## src/sv/vdt_pkg.sv

```systemverilog
// Shared constants and types for the vertex deduplication table.
// No dependencies; compiled first.
`default_nettype none

package vdt_pkg;

    // Table geometry
    localparam int TABLE_DEPTH  = 1024;
    localparam int IDX_W        = $clog2(TABLE_DEPTH);
    localparam int CNT_W        = $clog2(TABLE_DEPTH + 1);
    localparam int OUT_IDX_W    = 10;

    // One vertex: eight IEEE single words, word 0 is pos_x, word 7 is tex_v
    localparam int VERTEX_WORDS = 8;
    localparam int WORD_W       = 32;
    localparam int ENTRY_W      = VERTEX_WORDS * WORD_W;

    typedef logic [WORD_W-1:0]                   t_word;
    typedef logic [VERTEX_WORDS-1:0][WORD_W-1:0] t_vertex;
    typedef logic [CNT_W-1:0]                    t_count;
    typedef logic [OUT_IDX_W-1:0]                t_out_idx;

    // Low OUT_IDX_W bits of a table index, zero-extended if the table is small
    function automatic t_out_idx to_out_idx(input t_count idx);
        logic [CNT_W+OUT_IDX_W-1:0] wide;
        wide = {{OUT_IDX_W{1'b0}}, idx};
        return wide[OUT_IDX_W-1:0];
    endfunction

endpackage

`default_nettype wire

```

## src/sv/vdt_cmp.sv

```systemverilog
// Entry compare unit: IEEE equality of all eight words of a stored entry
// against the search key. Depends on vdt_pkg.
`default_nettype none

module vdt_cmp (
    input  wire vdt_pkg::t_vertex i_entry,
    input  wire vdt_pkg::t_vertex i_key,
    output logic                  o_match
);
    import vdt_pkg::*;

    localparam t_word MAG_MASK = 32'h7FFF_FFFF;
    localparam t_word INF_BITS = 32'h7F80_0000;

    // +0 equals -0, a NaN equals nothing
    function automatic logic word_eq(input t_word a, input t_word b);
        logic a_nan;
        logic b_nan;
        logic zeros;
        a_nan = (a & MAG_MASK) > INF_BITS;
        b_nan = (b & MAG_MASK) > INF_BITS;
        zeros = ((a & MAG_MASK) == '0) && ((b & MAG_MASK) == '0);
        return !a_nan && !b_nan && ((a == b) || zeros);
    endfunction

    logic [VERTEX_WORDS-1:0] w_word_eq;

    // eight independent word compares, then AND
    always_comb begin
        for (int j = 0; j < VERTEX_WORDS; j++) begin
            w_word_eq[j] = word_eq(i_entry[j], i_key[j]);
        end
    end

    assign o_match = &w_word_eq;

endmodule

`default_nettype wire

```

## config.mk

```make
export PLATFORM = sky130hd
export DESIGN_NAME = vdt_cmp
export DESIGN_NICKNAME = d
export VERILOG_FILES = /design/src/sv/vdt_pkg.sv /design/src/sv/vdt_cmp.sv
export SDC_FILE = /design/constraint.sdc
export NUM_CORES = 1
export LEC_CHECK = 0
export BUFFER_PORTS_ARGS = -buffer_cell sky130_fd_sc_hd__clkbuf_2
export CAP_MARGIN = 20
export CORE_AREA = 10 10 190 192
export DETAILED_ROUTE_END_ITERATION = 10
export DIE_AREA = 0 0 200 202
export SYNTH_ARGS = -nofsm -noshare
export SYNTH_HDL_FRONTEND = slang
export SYNTH_SLANG_ARGS = --single-unit
export TNS_END_PERCENT = 5
```

## constraint.sdc

```tcl
create_clock -name vclk -period 1.95
set_clock_uncertainty 0.15 [all_clocks]
set_input_delay 0.195 -clock vclk [all_inputs]
set_output_delay 0.195 -clock vclk [all_outputs]
set_load 0.01 [all_outputs]
```

Yosys cells after proc, flatten, opt, wreduce, memory -nomap -nowiden
Index checks and enable logic that the tools add are counted.
{ "totals": {"output_inout_bits": 1, "reg_bits": 0, "wordCells": 89} }
{ "op_classes": {"eq_ne": 8, "reduce_logical": 65, "n_lt_le_gt_ge": 16} }
{ "ops": {"columns": ["op", "count"], "rows": [
  ["logical NOT 32 bit", 16],
  ["> comparator 31 bit, second input constant", 16],
  ["equality test 32 bit", 8],
  ["logical AND 1 bit", 24],
  ["logical NOT 1 bit", 16],
  ["logical OR 1 bit", 8],
  ["AND reduction 8 bit", 1]
]} }

Logic depth before layout (Yosys ltp)
{ "logic_depth": {"depth_word": 5, "depth_mapped": 6} }

Least setup slack after synthesis
Ideal clock, no wire load.
{ "synth_timing": {"path_type": "in2out", "start": "input port i_entry[203] in the netlist's numbering", "end": "output port o_match", "setup_slack_ns": 0.055, "path_buffers": 0, "t_arrival_ns": 1.550, "stages": 6, "t_required_ns": 1.605, "path_cell_list": "nor4_1 > nand4_1 > or4_1 > o22ai_1 > nand4_1 > nor3_2"} }
{ "synth_via": {"elab_chain_cells": 5} }
{ "synth_lines": {"columns": ["element", "line_no", "source"], "rows": [
  ["from (decl)", "vdt_cmp.sv:6", "input wire vdt_pkg::t_vertex i_entry,"],
  ["> comparator 31 bit or logical NOT 32 bit (tied branches)", "vdt_cmp.sv:20, vdt_cmp.sv:22", null],
  ["logical NOT 1 bit or logical AND 1 bit (tied branches)", "vdt_cmp.sv:23, vdt_cmp.sv:22", null],
  ["logical AND 1 bit or logical OR 1 bit (tied branches)", "vdt_cmp.sv:23", "return !a_nan && !b_nan && ((a == b) || zeros);"],
  ["logical AND 1 bit (*)", "vdt_cmp.sv:23", null],
  ["AND reduction 8 bit (*)", "vdt_cmp.sv:35", "assign o_match = &w_word_eq;"],
  ["to (decl)", "vdt_cmp.sv:8", "output logic o_match"]
]} }
Every way passes the cells marked *; elsewhere a longest branch is shown, timed or not.

Worst setup path in the final report
{ "layout_timing": {"start": "input port i_key[49] in the netlist's numbering", "end": "output port o_match"} }
{ "layout_via": {"elab_chain_cells": 5} }
{ "layout_lines": {"columns": ["element", "line_no", "source"], "rows": [
  ["from (decl)", "vdt_cmp.sv:7", "input wire vdt_pkg::t_vertex i_key,"],
  ["> comparator 31 bit or logical NOT 32 bit (tied branches)", "vdt_cmp.sv:21, vdt_cmp.sv:22", null],
  ["logical NOT 1 bit or logical AND 1 bit (tied branches)", "vdt_cmp.sv:23, vdt_cmp.sv:22", null],
  ["logical AND 1 bit or logical OR 1 bit (tied branches)", "vdt_cmp.sv:23", null],
  ["logical AND 1 bit (*)", "vdt_cmp.sv:23", null],
  ["AND reduction 8 bit (*)", "vdt_cmp.sv:35", null]
]} }
Marked as above.

==> metrics.cfg <==
[run_status]
status=complete, but fails checks
violations=negative setup slack

[grt]
grt_pass1_wl_mm=56.9
grt_overflow_total=0
grt_pass1_vias=9691
grt_max_degree=4
antenna_found_initial=1
grt_usage=0.180

[power]
seq_power_share=0
p_per_area_nw_per_um2=194
p_leak_uw=0.00532
ir_drop_mv=0.0989
pwr-share-clk=0
fin_total_pwr_uw=2080
comb_power_share=1.000
internal_power_uw=1150
switchingPower_uw=927
swShare=0.446

[synthesis]
synthesis.nets=1105
ys_types=16
syn_inst=593
synth_seq_area_share=0
ys.warnings.count=0
syn_avg_cell_area_um2=7.29
synth_area_um2=4320

[routing]
wl_per_cell_um=20.2
drc=0
dr_total_vias=8587
via_per_inst=4.40
initialDrtViolationCount=274
totalWireLength_mm=39.4
dr.pass1.iters=4
ant_nets=0

[floorplanning]
io_pins=513
coreArea_um2=32300
die_h_um=202
die-width_um=200
start_util=0.134
fp.dieArea_um2=40400
rows=66

[place]
post-dp-hpwl_mm=37.2
dp_cells=1952
routabilityCongestion=0.986
io_buffers=513

[hold_path]
hold_path.class=in2out
hp-start=i_entry[94]

[flow_run]
cap_violations=0

[worst_setup_path]
start_kind=input port
critPathMaxFanout=2
end_kind=output pin
cp.arrival_ps=2290
critPathKind=in2out
critPathLaunch=i_key[49]
worstPathRequired_ps=1600

[layout]
final_util=0.332
register_area_um2=0
nets=2021
design.seq.count=0
clock_buffers=0
multi_input_area_um2=4580
stdcell_count=1950
drive_above_1_share=0.634
n_fill_cell=3507
area_growth_pct=148

[timing]
worst_pin_slew_ps=511
timing.hold.ws_ps=923
hold_viol=0
fin_crit_sh=1.35
setup_ws_ps=-682
min_period_ps=2630
rsz0062_at_grt=yes
slew_violations=0
fmax_mhz=380
finalSetupTns_ps=-682
setup_viol=1
relSlewSlack=0.658

## cell usage in the layout (no fill, tap or decap), drive strengths merged
cell / instances
buf: 402
or4: 8
nand2: 16
xor2: 224
nor4: 170
clkbuf: 512
nor3: 18
a22o: 1
nand4: 84
nor2: 17
diode: 1
o22ai: 7
xnor2: 32
o21ai: 16
## power by group through the flow
stage / registers [uW] / clock network [uW] / logic (uW)
2_1_floorplan: 0 / 0 / 453
3_3_place_gp: 0 / 0 / 2000
3_5_place_dp: 0 / 0 / 2030
4_1_cts: 0 / 0 / 2070
5_1_grt: 0 / 0.0000687 / 2230
6_report: 0 / 0.0000687 / 2080
## synthesized netlist by cell type
master	count	area share
xor2_1	224	0.45
nor4_1	161	0.23
nand4_1	83	0.12
xnor2_1	32	0.065
nor2_1	17	0.015
nor3_1	17	0.020
nand2_1	16	0.014
nor4_2	9	0.026
o21ai_0	8	0.0093
o21ai_1	8	0.0093
or4_1	8	0.014
o22ai_1	4	0.0058
o22ai_2	3	0.0087
a22o_1	1	0.0020
nand4_2	1	0.0029
nor3_2	1	0.0023
## worst paths after layout
| kind | endpoint | cells past startpoint |
|---|---|---|
| setup / recovery | o_match | 8 |
| hold / removal | o_match | 7 |
## final cells by class
| cell class | instances | share of cell area |
|---|---|---|
| repair buffers | 914 | 0.521 |
| multi-input cells | 593 | 0.427 |
| well taps | 442 | 0.0516 |
| diodes | 1 | 0.000233 |
## layer usage
layer,up-vias,track usage,share of wire
met2,412,0.348,0.51
met5,-,0,0
li1,4218,-,-
met3,56,0.0465,0.094
met1,3901,0.186,0.36
met4,0,0.0446,0.029
## through the flow
step	setup WS, ps	cell area [um^2]
2_1_floorplan	55.2	4320
3_3_place_gp	-1160	10500
3_5_place_dp	-1160	10500
4_1_cts	-708	10700
5_1_grt	-772	10700
6_report	-682	10700
## what timing repair did
item                                   CTS  global route
resized for setup                       36             9
endpoints found under the hold margin    0             0
setup endpoints to repair                1             1
cloned                                   0             0
hold buffers                             0             0
pin swaps                               20             5
setup buffers                            0             0
## kinds of logic after synthesis
family | after synthesis | synth area share
xor gates and xnor gates | 256 | 0.519
and+or+nand+nor | 313 | 0.446
AOI/OAI and AO/OA | 24 | 0.0350
## worst max-delay path, cell delays in order
cell and delay, ps:
clkbuf_2 100, nor4_1 320, nand4_1 250, o21ai_4 250
nand4_1 210, or4_4 540, nor3_4 250, buf_2 180
Note: power is estimated with default switching activity, not from simulation.
